[config.mk]
export PLATFORM = sky130hd
export DESIGN_NAME = segx_point
export DESIGN_NICKNAME = d
export VERILOG_FILES = /design/src/rtl/core/segx_pkg.sv /design/src/rtl/core/segx_point.sv
export SDC_FILE = /design/constraint.sdc
export NUM_CORES = 2
export LEC_CHECK = 0
export BUFFER_PORTS_ARGS = -buffer_cell sky130_fd_sc_hd__buf_2
export CORE_UTILIZATION = 40
export DETAILED_ROUTE_END_ITERATION = 10
export GPL_ROUTABILITY_DRIVEN = 0
export RECOVER_POWER = 50
export SLEW_MARGIN = 20
export SYNTH_ARGS = -nofsm -noshare
export SYNTH_HDL_FRONTEND = slang
export SYNTH_SLANG_ARGS = --single-unit
[constraint.sdc]
create_clock -name aclk -period 6.3 [get_ports aclk]
set_clock_uncertainty 0.1 [all_clocks]
set_input_delay 0.315 -clock aclk [delete_from_list [all_inputs] [get_ports aclk]]
set_output_delay 0.315 -clock aclk [all_outputs]
set_load 0.02 [all_outputs]
[src/rtl/core/segx_pkg.sv]
`timescale 1ns / 1ps
// ----------------------------------------------------------------------------
// segx_pkg
// Widths and pipeline payload types shared by the segment intersection unit.
// ----------------------------------------------------------------------------
package segx_pkg;

    localparam int COORD_BITS = 16;
    localparam int FRAC_BITS  = 16;
    localparam int POINT_BITS = 32;
    // Differences of coordinates, their products and the cross products.
    localparam int DIFF_BITS  = COORD_BITS + 1;
    localparam int PROD_BITS  = 2 * DIFF_BITS;
    localparam int CROSS_BITS = PROD_BITS + 1;
    localparam int MUL_BITS   = DIFF_BITS + FRAC_BITS + 1;
    localparam int IN_BITS    = 8 * COORD_BITS;
    localparam int IN_BYTES   = (IN_BITS + 7) / 8;

    // Listed from the highest bits down, so that ax sits in the lowest bits
    // of an input transfer.
    typedef struct packed {
        logic signed [COORD_BITS-1:0] dy;
        logic signed [COORD_BITS-1:0] dx;
        logic signed [COORD_BITS-1:0] cy;
        logic signed [COORD_BITS-1:0] cx;
        logic signed [COORD_BITS-1:0] by;
        logic signed [COORD_BITS-1:0] bx;
        logic signed [COORD_BITS-1:0] ay;
        logic signed [COORD_BITS-1:0] ax;
    } seg_pair_t;

    // Payload passed along the divider chain.
    typedef struct packed {
        logic                         valid;
        logic                         hit;
        logic                         par;
        logic signed [COORD_BITS-1:0] ax;
        logic signed [COORD_BITS-1:0] ay;
        logic signed [DIFF_BITS-1:0]  ux;
        logic signed [DIFF_BITS-1:0]  uy;
        logic [CROSS_BITS-1:0]        rem;
        logic [CROSS_BITS-1:0]        den;
        logic [FRAC_BITS-1:0]         quo;
    } div_t;

endpackage

[src/rtl/core/segx_point.sv]
`timescale 1ns / 1ps
// ----------------------------------------------------------------------------
// segx_point
// Scales the direction of AB by the quotient, adds the start point and holds
// the result, or zero without a hit, in the output register.
// ----------------------------------------------------------------------------
module segx_point
    import segx_pkg::*;
(
    input  logic                         aclk,
    input  logic                         aresetn,
    input  logic                         en,
    input  div_t                         in_div,
    output logic                         out_valid,
    output logic                         out_hit,
    output logic                         out_par,
    output logic signed [POINT_BITS-1:0] out_x,
    output logic signed [POINT_BITS-1:0] out_y
);

    logic                         m_valid_reg, m_hit_reg, m_par_reg;
    logic signed [COORD_BITS-1:0] m_ax_reg, m_ay_reg;
    logic signed [MUL_BITS-1:0]   m_px_reg, m_py_reg;
    logic signed [FRAC_BITS:0]    quo_s;

    logic                         o_valid_reg, o_hit_reg, o_par_reg;
    logic signed [POINT_BITS-1:0] o_x_reg, o_y_reg;
    logic [POINT_BITS-1:0]        x_next, y_next;

    assign quo_s = signed'({1'b0, in_div.quo});

    always_comb begin
        x_next = (POINT_BITS'(m_ax_reg) << FRAC_BITS) + POINT_BITS'(m_px_reg);
        y_next = (POINT_BITS'(m_ay_reg) << FRAC_BITS) + POINT_BITS'(m_py_reg);
        if (!m_hit_reg) begin
            x_next = '0;
            y_next = '0;
        end
    end

    always_ff @(posedge aclk) begin
        if (!aresetn) begin
            m_valid_reg <= 1'b0;
            o_valid_reg <= 1'b0;
        end else if (en) begin
            m_valid_reg <= in_div.valid;
            o_valid_reg <= m_valid_reg;
        end
        if (en) begin
            m_hit_reg <= in_div.hit;
            m_par_reg <= in_div.par;
            m_ax_reg  <= in_div.ax;
            m_ay_reg  <= in_div.ay;
            m_px_reg  <= in_div.ux * quo_s;
            m_py_reg  <= in_div.uy * quo_s;
            o_hit_reg <= m_hit_reg;
            o_par_reg <= m_par_reg;
            o_x_reg   <= signed'(x_next);
            o_y_reg   <= signed'(y_next);
        end
    end

    assign out_valid = o_valid_reg;
    assign out_hit   = o_hit_reg;
    assign out_par   = o_par_reg;
    assign out_x     = o_x_reg;
    assign out_y     = o_y_reg;

endmodule

==> results_dict.tcl <==
set metrics [dict create \
    crit_fanout 25 \
    synth_nets 3600 \
    synth_edf_count 164 \
    hold_viol_final 0 \
    wl_per_cell_um 14.76 \
    port_buffers 154 \
    drt-total-wl_mm 57.47 \
    clkTransAtPathRegs_ns 0.07 \
    cp_data_arrival_time_ns 6.17 \
    drt-pass1-iter-count 5 \
    ys_seq_area_share_pct 18.44 \
    end_kind "flop" \
    die-height_um 261.5 \
    stdcell_count 3894 \
    fmax_mhz 165.7 \
    finalCriticalPeriod_ns 6.036 \
    syn_inst 2712 \
    synth_ff_type "edfxtp_1" \
    grtUsageTotal_pct 18.41 \
    synth_cell_types 58 \
    syn_avg_cell_area_um2 9.929 \
    cts_buffer_depth 2 \
    insertion_delay_ns 0.49 \
    hold_class "input pin to flop" \
    drtAntennaViolNets 0 \
    initial_core_util_pct 40.67 \
    worst_slew_pin_slew_ns 3.736 \
    maxSlewHeadroom_pct -149.1 \
    setup_viol 0 \
    io_pins 225 \
    start_kind "input pin" \
    dp_hpwl_mm 49.12 \
    syn_area_um2 26930 \
    status "complete, but fails checks" \
    htreeDepth 4 \
    finalNetCount 3905 \
    worst-r2r-setup-slack_ns 3.09 \
    min_path_cells 2 \
    syn_to_final_growth_pct 14.35 \
    grt_max_degree 71 \
    cts_tree "yes" \
    cts_root_buf "clkbuf_16" \
    die_area_um2 68360 \
    ys_ff_latch 166 \
    grt_pass1_wl_mm 99.89 \
    drt_iter0_markers 1016 \
    worst-r2r-cell-count 10 \
    coreArea_um2 66220 \
    drive_gt1_share_pct 11.75 \
    crit_type "input pin to flop" \
    cp.required_ns 6.43 \
    final_util_pct 46.50 \
    post-route-period-util_pct 95.81 \
    r2r_start "m_py_reg[17]" \
    gr-total-overflow 0 \
    drv_cap 3 \
    antenna_found_initial 6 \
    drv_slew 171 \
    dpl.cell_count 3825 \
    failed_checks "capacitance limit, slew limit" \
    die_x_um 261.5 \
    numCtsBuffers 17 \
    std_cell_rows 94 \
    hold_path_end "m_py_reg[0]" \
    layout_commonest_cell "inv_1" \
    grt_pass1_vias 20721 \
    hp-start "in_div[86]" \
    drc 0 \
    cts_sinks 166 \
    via_per_inst 4.791 \
    via_count 18656 \
    layout_common_cells "inv_1 (707), fa_1 (536), nand2_1 (307), and2_1 (279), ha_1 (194)" \
    yosysWarnings 0 \
    num_antenna_cells 0 \
    synth-async-reset-ratio_pct 0 \
    timing.rr.end "out_y[29]" \
]
-- per-stage QoR --
step                cell area (um2)  hold slack, ns   TNS (ns)  setup WS [ns]
global placement              29850          0.3006     -1.827        -0.2643
floorplan                     26930          0.3003          0        0.01555
global route                  30790          0.2791  -0.004826      -0.004826
detailed placement            29850          0.3105     -2.727        -0.3403
finish                        30790          0.2729          0         0.2638
CTS                           30800         0.08040          0         0.1818
-- timing repair --
item / 4_1_cts / 5_1_grt
buffers inserted: 0 / 1
resized for setup: 0 / 5
endpoints found under the hold margin: 36 / 0
endpoints found under the setup margin: 0 / 5
hold buffers: 36 / 0
-- cell type report --
| type | instances | area (um2) |
|---|---|---|
| clock inverters | 12 | 151.4 |
| well taps | 864 | 1081 |
| fillers | 6286 | 35430 |
| clock buffers | 20 | 436.7 |
| multi-input cells | 1748 | 19000 |
| inverters | 708 | 2658 |
| repair buffers | 376 | 2499 |
| flip-flops and latches | 166 | 4965 |
-- how the worst max path moves through the flow --
| stage | start | end |
|---|---|---|
| after CTS | in_div[6] | m_py_reg[31] |
| after floorplan | in_div[8] | m_py_reg[30] |
| after detailed placement | in_div[6] | m_py_reg[31] |
| final | in_div[6] | m_py_reg[30] |
| after global placement | in_div[6] | m_py_reg[30] |
| after global routing | in_div[6] | m_py_reg[30] |
-- metal layers --
metal  track usage [%]  vias up  routed length [um]
met5                 0        -                  63
met4             4.619       10                 883
met3             2.894       64                2784
met2             31.72      393               28710
met1             24.15     9536               25030
li1                  -     8653                   -
-- cells in the mapped netlist, types with 2 or more instances --
cell	number	area, um2
nor4_1	4	25.02
or4_1	2	15.01
a41oi_1	3	26.28
a211oi_1	3	22.52
xnor2_1	76	665.6
a41o_1	4	40.04
clkbuf_1	89	334.1
o21a_1	15	112.6
a21oi_1	53	265.3
or2_2	4	25.02
or3_1	6	37.54
o211ai_1	2	15.01
a21o_1	24	180.2
nand2b_1	8	50.05
o21bai_1	12	90.09
o31ai_1	3	22.52
o21ai_1	2	10.01
fa_1	536	10730
and2_1	301	1883
o21ai_0	30	150.1
nand3_1	11	55.05
nand2_1	307	1152
edfxtp_1	164	4925
and3_1	3	18.77
nor3_1	18	90.09
nor2_1	50	187.7
o41ai_1	2	17.52
mux2i_1	2	20.02
o31a_1	3	26.28
xor2_1	29	254.0
a21oi_2	2	17.52
nor2b_1	10	62.56
dfxtp_1	2	40.04
inv_1	707	2654
nand4_1	3	18.77
a211o_1	3	26.28
ha_1	194	2427
a31oi_1	5	31.28
-- worst max-delay path: stages --
cell and delay [ns]:
clkbuf_4 0.25, and2_1 0.24, fa_1 0.51, inv_1 0.05, fa_1 0.47, fa_1 0.52, inv_1 0.06, fa_1 0.48
fa_1 0.49, inv_1 0.05, fa_1 0.47, inv_1 0.04, ha_1 0.32, a21oi_1 0.16, o21ai_0 0.11, a221o_1 0.32
o21a_1 0.27, a2111oi_4 0.45, nor2_1 0.12, a41o_1 0.26, a21oi_2 0.14, xnor2_1 0.07
-- logic make-up (layout without fill, tap and decap cells) --
kind of cell / count (synthesis) / count (layout) / share of synthesized area, %
flip-flops: 166 / 166 / 18.44
multiplexers: 2 / 2 / 0.07435
AO/OA/AOI/OAI: 179 / 179 / 4.465
XOR/XNOR: 105 / 105 / 3.415
buffers and inverters: 798 / 1116 / 11.13
adder cells (fa/ha/maj): 730 / 730 / 48.86
AND/OR/NAND/NOR: 732 / 732 / 13.61
Power is not shown: default switching activity piles up to over one toggle a cycle in this logic, so the estimate is an artifact.
