===== src/rtl/core/segx_pkg.sv =====
`timescale 1ns / 1ps
// ----------------------------------------------------------------------------
// segx_pkg
// Widths and pipeline payload types shared by the segment intersection unit.
// ----------------------------------------------------------------------------
package segx_pkg;

    localparam int COORD_BITS = 16;
    localparam int FRAC_BITS  = 16;
    localparam int POINT_BITS = 32;
    // Differences of coordinates, their products and the cross products.
    localparam int DIFF_BITS  = COORD_BITS + 1;
    localparam int PROD_BITS  = 2 * DIFF_BITS;
    localparam int CROSS_BITS = PROD_BITS + 1;
    localparam int MUL_BITS   = DIFF_BITS + FRAC_BITS + 1;
    localparam int IN_BITS    = 8 * COORD_BITS;
    localparam int IN_BYTES   = (IN_BITS + 7) / 8;

    // Listed from the highest bits down, so that ax sits in the lowest bits
    // of an input transfer.
    typedef struct packed {
        logic signed [COORD_BITS-1:0] dy;
        logic signed [COORD_BITS-1:0] dx;
        logic signed [COORD_BITS-1:0] cy;
        logic signed [COORD_BITS-1:0] cx;
        logic signed [COORD_BITS-1:0] by;
        logic signed [COORD_BITS-1:0] bx;
        logic signed [COORD_BITS-1:0] ay;
        logic signed [COORD_BITS-1:0] ax;
    } seg_pair_t;

    // Payload passed along the divider chain.
    typedef struct packed {
        logic                         valid;
        logic                         hit;
        logic                         par;
        logic signed [COORD_BITS-1:0] ax;
        logic signed [COORD_BITS-1:0] ay;
        logic signed [DIFF_BITS-1:0]  ux;
        logic signed [DIFF_BITS-1:0]  uy;
        logic [CROSS_BITS-1:0]        rem;
        logic [CROSS_BITS-1:0]        den;
        logic [FRAC_BITS-1:0]         quo;
    } div_t;

endpackage


===== src/rtl/core/segx_div_stage.sv =====
`timescale 1ns / 1ps
// ----------------------------------------------------------------------------
// segx_div_stage
// One restoring division step: one quotient bit per register stage.
// ----------------------------------------------------------------------------
module segx_div_stage
    import segx_pkg::*;
(
    input  logic aclk,
    input  logic aresetn,
    input  logic en,
    input  div_t in_div,
    output div_t out_div
);

    div_t                  out_reg;
    div_t                  out_next;
    logic [CROSS_BITS:0]   trial;
    logic [CROSS_BITS:0]   shifted;

    always_comb begin
        out_next = in_div;
        shifted  = {in_div.rem, 1'b0};
        trial    = shifted - {1'b0, in_div.den};
        // For a hit the remainder stays below the divisor, so it fits after the step.
        if (shifted >= {1'b0, in_div.den}) begin
            out_next.rem = trial[CROSS_BITS-1:0];
            out_next.quo = {in_div.quo[FRAC_BITS-2:0], 1'b1};
        end else begin
            out_next.rem = shifted[CROSS_BITS-1:0];
            out_next.quo = {in_div.quo[FRAC_BITS-2:0], 1'b0};
        end
    end

    always_ff @(posedge aclk) begin
        if (!aresetn) begin
            out_reg.valid <= 1'b0;
        end else if (en) begin
            out_reg.valid <= out_next.valid;
        end
        if (en) begin
            out_reg.hit <= out_next.hit;
            out_reg.par <= out_next.par;
            out_reg.ax  <= out_next.ax;
            out_reg.ay  <= out_next.ay;
            out_reg.ux  <= out_next.ux;
            out_reg.uy  <= out_next.uy;
            out_reg.rem <= out_next.rem;
            out_reg.den <= out_next.den;
            out_reg.quo <= out_next.quo;
        end
    end

    assign out_div = out_reg;

endmodule


===== config.mk =====
export PLATFORM = sky130hd
export DESIGN_NAME = segx_div_stage
export DESIGN_NICKNAME = d
export VERILOG_FILES = /design/src/rtl/core/segx_pkg.sv /design/src/rtl/core/segx_div_stage.sv
export SDC_FILE = /design/constraint.sdc
export NUM_CORES = 1
export LEC_CHECK = 0
export ABC_AREA = 0
export BUFFER_PORTS_ARGS = -buffer_cell sky130_fd_sc_hd__buf_2
export CORE_ASPECT_RATIO = 0.9
export CORE_MARGIN = 2
export CORE_UTILIZATION = 50
export DETAILED_ROUTE_END_ITERATION = 8
export GPL_TIMING_DRIVEN = 0
export PLACE_DENSITY = 0.84
export SLEW_MARGIN = 0
export SYNTH_ARGS = -nofsm -noshare
export SYNTH_HDL_FRONTEND = slang
export SYNTH_SLANG_ARGS = --single-unit

===== constraint.sdc =====
create_clock -name aclk -period 3.75 [get_ports aclk]
set_input_delay 0.1875 -clock aclk [delete_from_list [all_inputs] [get_ports aclk]]
set_output_delay 0.1875 -clock aclk [all_outputs]
set_load 0.03 [all_outputs]

==> flow_results.org, run 1 <==
** Hold path
- Type of the worst min-delay path :: in -> reg
- The startpoint identified for the worst hold timing path is in_div[154].
- Min-Delay Endpoint :: out_div[154]$_SDFFE_PN0P_
- Number of cells on the worst hold path :: 3

** Detailed routing
- In this run the remaining antenna-violating nets after routing total 0.
- Routed wire length :: between 20,000 and 25,000 µm
- The first routing iteration left 484 violations.
- Before antenna repair, the detailed router went through 5 iterations.
- For this run, design rule violations remaining after detail routing come to 0.
- Drt via density :: about 5.4
- The final route contains approximately 6,500 vias.
- Routed WL per cell :: between 15 and 20 µm

** Critical path
- At the worst endpoint, the arrival time is 3.51 ns.
- STA classifies the critical path endpoint as a flip-flop.
- Critical Path, Cell by Cell :: dlygate4sd3_1 -> buf_2 -> inv_1 -> ha_1 -> a211oi_1 -> o21a_1 -> a2111oi_0 -> nor2_1 -> o21ai_0 -> a21oi_1 -> xnor2_1 -> mux2_2
- For this run, the slowest stage of the critical path takes 0.77 ns.
- Critical path start-end classification :: in -> reg
- The worst register-to-register path ends at out_div[154]$_SDFFE_PN0P_.
- Slowest-stage cell, CP :: sky130_fd_sc_hd__a2111oi_0
- For the worst setup path, the data required time is 3.93 ns.
- Worst-case register-to-register setup slack :: 3.05 ns
- R2R cell count :: 2
- Of all nets on the critical path, the largest fanout is 6.
- STA classifies the critical path startpoint as a primary input.
- In this run the critical register-to-register path is launched from out_div[154]$_SDFFE_PN0P_.

** Clocking
- Number of hold buffers added after CTS :: 119
- Number of instances resized during post-cts repair :: 0
- Buffers added to address setup during post-CTS repair amount to 0.
- In this run the clock root is driven by a sky130_fd_sc_hd__clkbuf_16.
- Clock-pin slew was measured on the worst setup and hold paths at roughly 0.07 ns.
- Maximum number of buffers from clock root to sink :: 2
- Buffers inserted during clock tree synthesis total 17.
- In this run the number of H-tree levels came out at 4.
- Clock insertion delay at the later pin of the skew report :: 0.43 ns
- TritonCTS built the clock tree.
- Clock tree synthesis found a total of around 160 sinks.

** Placement
- Number of placed instances, taps included :: between 1,000 and 1,500
- Number of buffers added on ports :: around 310
- DPL Wire Length :: between 15,000 and 20,000 µm
- RD Place Congestion :: roughly 0.86

** STA
- Max Freq :: 300.3 MHz
- After layout, the worst path uses between 80% and 90% of the clock period.
- Setup repair after global routing missed its margin :: no
- The final max-slew violation count was 0.
- After routing, the total negative slack on setup checks comes to 0 ns.
- Worst Clk Skew :: 0 ns
- For the pin with the worst max-slew slack, the measured transition is around 0.81 ns.
- Time the final worst path needs with I/O delays and setup :: roughly 3.3 ns
- Endpoints failing setup :: 0
- The total count of hold-check failures in the final report was 0.
- In this run the tightest slew margin relative to its limit is between 40 and 50%.

** Final layout
- Commonest cells after routing, fill and taps aside :: sky130_fd_sc_hd__buf_2 (312), sky130_fd_sc_hd__edfxtp_1 (154), sky130_fd_sc_hd__dlygate4sd3_1 (119)
- Most common cell after layout, fill and taps aside :: sky130_fd_sc_hd__buf_2
- Area growth, synth to finish :: 51.12%
- Total area of multi-input combinational cells :: 0.002268 mm²
- The register with the most flip-flops in the layout has around 160 of them.
- Sequential cell area :: 0.004644 mm²
- The finished layout holds between 1,000 and 1,500 standard cells, fillers aside.
- Number of nets in the layout :: 1,189
- Share of final-layout standard cells stronger than drive strength 1 :: 36.41%
- Layout fillers :: just under 900

** Logic synthesis
- Synthesis instantiated 56 different standard cells from the library.
- Flop and latch count out of synthesis :: between 150 and 200
- Synth Net Count :: between 700 and 800
- The top cell type by area accounts for between 60% and 70% of the synthesized area.
- Of all flip-flops after synthesis, the portion carrying an async set or reset was 0%.
- During synthesis, Yosys emitted a total of 0 warnings.
- Synthesized area :: 0.007139 mm²
- Post-synthesis sequential area ratio :: 65.05%
- After synthesis, the cell types taking the most area are sky130_fd_sc_hd__edfxtp_1 (65%), sky130_fd_sc_hd__ha_1 (6.1%), sky130_fd_sc_hd__a21oi_1 (4.4%).
- Counting every instance in the synthesized netlist gives ~550.
- The average instance in the mapped netlist occupies 13.10 µm².
- Ys flop type :: sky130_fd_sc_hd__edfxtp_1
- EDFF count, synth :: 154
- Area leader, netlist :: sky130_fd_sc_hd__edfxtp_1

** Power and ir drop
- Power density over the cells :: roughly 490 mW/mm²
- For this design the static power due to leakage is 4.793 nW.
- IR analysis of the VDD net gives a maximum drop of approximately 480 µV.
- The completed layout was analyzed and its total power is roughly 5.3 mW.

** Global route
- The number of antenna violations at the first check in global routing came to 3.
- Global routing consumed, over all layers together, 31.06% of the routing resources.
- Entering global routing, the biggest net connects 97 pins.
- Global-route wire length before repair :: 35,100 µm
- Vias in the first global route :: approximately 6,500
- Residual overflow from global routing :: 0

** Floorplanning
- For this design the top-level I/O count stands at around 310.
- Die width :: between 100 and 150 µm
- Die extent in y :: between 100 and 150 µm
- Initial standard-cell utilization of the core :: roughly 51%
- The total area inside the core boundary comes to 0.01400 mm².
- Cell row count :: between 40 and 50
- The floorplan step defined a die boundary enclosing 0.01525 mm².

** Run
- The tool flagged a number of max-cap violations equal to 0.

** Outcome
- The flow ran to the end, and the final reports show no timing, DRC or antenna violations.
cells in the mapped netlist, drive strengths merged (3+ instances only):
library cell,n
a211o,4
a211oi,6
a21o,9
a21oi,63
a31oi,3
and3,5
buf,7
edfxtp,154
ha,35
inv,45
mux2,5
nand2,31
nand2b,4
nand3,6
nand4,6
nor2,49
nor3,7
nor4,3
o21a,8
o21ai,20
o21bai,10
xnor2,17
xor2,11
layer usage:
metal	vias up	wire length, µm	track usage (%)
met3	94	2130	10.45
met4	4	1211	16.87
met1	3021	8495	34.67
li1	2944	-	-
met5	-	27	0
met2	397	11910	51.90
kinds of logic (layout without fill, tap and decap cells):
kind of cell,count (synthesis),count (layout),share of synthesized area (%)
flops,155,155,65.05
compound gates,141,141,12.64
simple gates,126,126,8.360
buf+inv,53,516,3.172
fa+ha+maj,36,36,6.414
xor+xnor,28,28,3.435
mux,6,6,0.9288
other cells,0,1,0
critical path, delay by kind of cell:
kind / cells / cell delay, ns
AOI/OAI and AO/OA: 5 / 1.67
buffers and inverters: 3 / 0.67
adders and majority gates: 1 / 0.37
muxes: 1 / 0.27
and+or+nand+nor: 1 / 0.18
xor gates and xnor gates: 1 / 0.16
power by group:
group          internal (mW)  leakage [nW]  total (mW)  switching, mW
combinational          0.453          2.97        1.25          0.801
clock                   1.07         0.305        1.84          0.770
sequential              2.11          1.52        2.15         0.0467
total                   3.64          4.79        5.25           1.62
final cells by class:
cell class                      count  share of cell area, %
Buffer                              8                 0.5103
Sequential cell                   155                  43.05
Clock buffer                       17                  3.943
Antenna cell                        1                0.02319
Multi-Input combinational cell    337                  21.03
Tap cell                          193                  2.238
Timing Repair Buffer              431                  25.78
Clock inverter                     15                  1.844
Inverter                           45                  1.589
stage by stage:
stage	setup WS, ns	util (%)	area (µm²)	hold WS [ns]
after detailed placement	0.6374	64.06	8971	0.3656
final	0.4196	77.04	10790	0.07523
after global placement	0.5705	63.82	8937	0.3640
after global routing	0.2303	77.04	10790	0.07894
after CTS	0.5155	77.02	10790	0.05323
after floorplan	1.137	-	7139	0.2864
worst max path at each step:
stage               slack (ns)                    end  cells after the start       start
floorplan                 1.14  out_div[55]$_DFFE_PP_                     11  in_div[18]
global placement          0.57  out_div[69]$_DFFE_PP_                     11  in_div[18]
detailed placement        0.64  out_div[69]$_DFFE_PP_                     11  in_div[20]
CTS                       0.52  out_div[69]$_DFFE_PP_                     12  in_div[16]
global route              0.23  out_div[81]$_DFFE_PP_                     12  in_div[16]
finish                    0.42  out_div[69]$_DFFE_PP_                     12  in_div[18]
No activity file was read; power rests on OpenSTA's default activity.
==> run 2, diff against run 1 <==
CORE_UTILIZATION = 48   (was 50)
PLACE_DENSITY = 0.81   (was 0.84)
clock period = 3.15 ns   (was 3.75 ns; I/O delays follow)
==> flow_results.org, run 2 (same netlist as run 1, synthesis figures left out) <==
** Outcome
- Run status :: finished clean (unchanged)

** Critical path
- The largest stage delay on the critical path came to 0.58 ns (was 0.77 ns).
- The type of the setup path with the least slack was in -> reg (unchanged).
- The required time reported for the critical path endpoint was 3.31 ns (was 3.93 ns).
- R2R Path Start :: out_div[154]$_SDFFE_PN0P_ (unchanged)
- Slowest-stage cell, CP :: sky130_fd_sc_hd__dlygate4sd3_1 (was sky130_fd_sc_hd__a2111oi_0)
- The start point of the critical path is in_div[34] (was in_div[18]).
- Critical Path, Cell by Cell: dlygate4sd3_1 -> buf_2 -> inv_1 -> ha_1 -> and3_1 -> nand3_1 -> or2_2 -> o21ba_4 -> o211a_4 -> inv_4 -> buf_6 -> mux2_2 (was dlygate4sd3_1 -> buf_2 -> inv_1 -> ha_1 -> a211oi_1 -> o21a_1 -> a2111oi_0 -> nor2_1 -> o21ai_0 -> a21oi_1 -> xnor2_1 -> mux2_2).
- Crit-path max FO :: 10 (was 6)
- The critical path arrival is 3.22 ns (was 3.51 ns).
- The nature of the critical path endpoint is a flip-flop (unchanged).
- The sort of element at the start of the critical path is a primary input (unchanged).

** STA
- Measured slew at the worst slew-check pin :: 0.7171 ns (was 0.8137 ns)
- Worst Clk Skew :: 0 ns (unchanged)
- Setup repair after global routing missed its margin: no (unchanged).
- Worst setup slack after layout :: 0.09636 ns (was 0.4196 ns)
- The final max-slew violation count was 0 (unchanged).
- The smallest clock period supported by the final layout is computed as 3.054 ns.
- The total count of hold-check failures in the final report came to 0 (unchanged).
- For this run, the top clock speed supported by timing is 327.5 MHz.
- The worst max-slew margin expressed relative to the limit came to 52.19% (was 44.35%).
- Endpoints failing setup :: 0 (unchanged)
- Period utilization :: between 90% and 100%

** Global route
- Vias in the first global route :: 6,330 (was 6,490)
- The wire length of the first global-routing pass is 35,990 µm (was 35,100 µm).
- Largest net degree at the start of global routing :: 81 (was 97)
- Tot GR Track Use :: 29.98% (was 31.06%)
- Residual overflow from global routing :: 0 (unchanged)
- Initial antenna violation count :: 2 (was 3)

** Placement
- Pre-CTS worst setup slack :: 0.06970 ns (was 0.6374 ns)
- RD Place Congestion :: 0.8528 (was 0.8636)
- DPL Wire Length :: 15,320 µm (was 15,310 µm)
- The quantity of I/O buffers inserted on ports is 311 (unchanged).

** Clocking
- The deepest clock path buffer count was 2 (unchanged).
- The source-to-sink clock delay at the later pin of the worst-skew pair is 0.42 ns (was 0.43 ns).
- The number of sinks on the clock net is 155 (unchanged).
- Number of H-tree levels :: 4 (unchanged)
- The buffer type at the clock tree root is sky130_fd_sc_hd__clkbuf_16 (unchanged).
- The setup fix buffers added after clock tree synthesis was 0 (unchanged).
- The number of clock buffers inserted by TritonCTS was 17 (unchanged).
- Clock edge transition at the registers on the reported setup and hold paths :: 0.06 ns (was 0.07 ns)
- The CTS tree is yes (unchanged).

** Final layout
- Flip-flop count of the largest register after layout :: 155 (unchanged)
- Layout fillers :: 987 (was 876)
- Area growth, synth to finish :: 51.31% (was 51.12%)
- The net count reported at finish is 1,190 (was 1,189).
- Total area of multi-input combinational cells :: 0.002275 mm² (was 0.002268 mm²)
- The register cell area after layout was 0.004644 mm² (unchanged).
- Share of final-layout standard cells stronger than drive strength 1 :: 36.57% (was 36.41%)
- Most common cell after layout, fill and taps aside :: sky130_fd_sc_hd__buf_2 (unchanged)
- Commonest cells after routing, fill and taps aside: sky130_fd_sc_hd__buf_2 (312), sky130_fd_sc_hd__edfxtp_1 (154), sky130_fd_sc_hd__dlygate4sd3_1 (120) (was sky130_fd_sc_hd__buf_2 (312), sky130_fd_sc_hd__edfxtp_1 (154), sky130_fd_sc_hd__dlygate4sd3_1 (119)).

** Detailed routing
- Routed wire length :: 24,200 µm (was 23,770 µm)
- The average vias per placed instance was 5.300 (was 5.374).
- The average detailed-routed wire length per instance was 20.00 µm (was 19.78 µm).
- Total DRC errors in the routed layout :: 0 (unchanged)
- The final antenna-violating net count came to 0 (unchanged).
- The first-iteration detailed-routing DRC count is 517 (was 484).
- The total number of vias was 6,413 (was 6,460).
- Number of iterations in the first detailed-routing pass :: 5 (unchanged)

** Power and ir drop
- The maximum ir drop on the vdd rail was 586.0 µV (was 478.2 µV).
- Leakage power figure :: 4.799 nW (was 4.793 nW)
- Total power :: 6.202 mW (was 5.252 mW)
- The power density over cell area was 574.1 mW/mm² (was 486.8 mW/mm²).

** Floorplanning
- The total core area was 0.01461 mm² (was 0.01400 mm²).
- The number of cell rows came to 42 (was 41).
- The effective utilization at floorplan came to 48.87% (was 50.98%).
- Number of top-level design ports :: 313 (unchanged)
- The horizontal die dimension is 132.6 µm (was 130.0 µm).
- Die extent in y :: 119.7 µm (was 117.4 µm)
- Area of the die :: 0.01587 mm² (was 0.01525 mm²)

** Hold path
- The worst min-delay path class is in -> reg (unchanged).
- Worst Min Path Start :: in_div[57] (was in_div[154])

** Run
- Max-cap check violation count :: 0 (unchanged)
run 2: stage by stage:
step	instance area [µm²]	TNS (ns)	hold slack [ns]	utilization, %	std cells
after floorplan	7139	0	0.2564	-	545
after CTS	10790	0	0.03470	73.85	1207
after global routing	10800	0	0.06309	73.93	1209
final	10800	0	0.06088	73.95	1210
after detailed placement	8977	0	0.3360	61.45	1055
after global placement	8944	-0.003452	0.3343	61.22	1054
run 2: worst max-delay path, delay by kind of cell:
kind                     cells  cell delay [ns]
adder cells (fa/ha/maj)      1             0.39
AO/OA/AOI/OAI                2             0.52
buffers and inverters        5             1.05
multiplexers                 1             0.36
AND/OR/NAND/NOR              3             0.73
run 2: timing repair:
item,CTS,global route
gates resized for setup,0,3
endpoints found under the hold margin,119,0
setup endpoints to repair,0,12
hold buffers,120,0
run 2: worst paths after layout:
kind	end	slack [ns]	cells after the start
max reg2reg	out_div[154]$_SDFFE_PN0P_	1.95	3
min	out_div[58]$_DFFE_PP_	0.06	2
max	out_div[71]$_DFFE_PP_	0.1	12
min reg2reg	out_div[154]$_SDFFE_PN0P_	1.14	3
run 2: layout make-up:
type / instances / share of cell area [%]
clock inverters: 14 / 1.587
flip-flops and latches: 155 / 42.99
multi-input cells: 337 / 21.06
well taps: 198 / 2.293
clock buffers: 18 / 4.065
diodes: 3 / 0.06949
plain buffers: 8 / 0.5096
repair buffers: 432 / 25.84
inverters: 45 / 1.587
run 2: power by group:
part	total (mW)	internal (mW)	leakage, nW	switching, mW
Clock	2.13	1.23	0.304	0.908
Combinational	1.50	0.541	2.98	0.961
Sequential	2.57	2.51	1.52	0.0571
run 2: routing by layer:
layer	track usage, %	share of wire [%]
met5	0	0
met4	12.23	4.6
met3	9.294	8.2
met2	51.94	50
met1	34.74	38
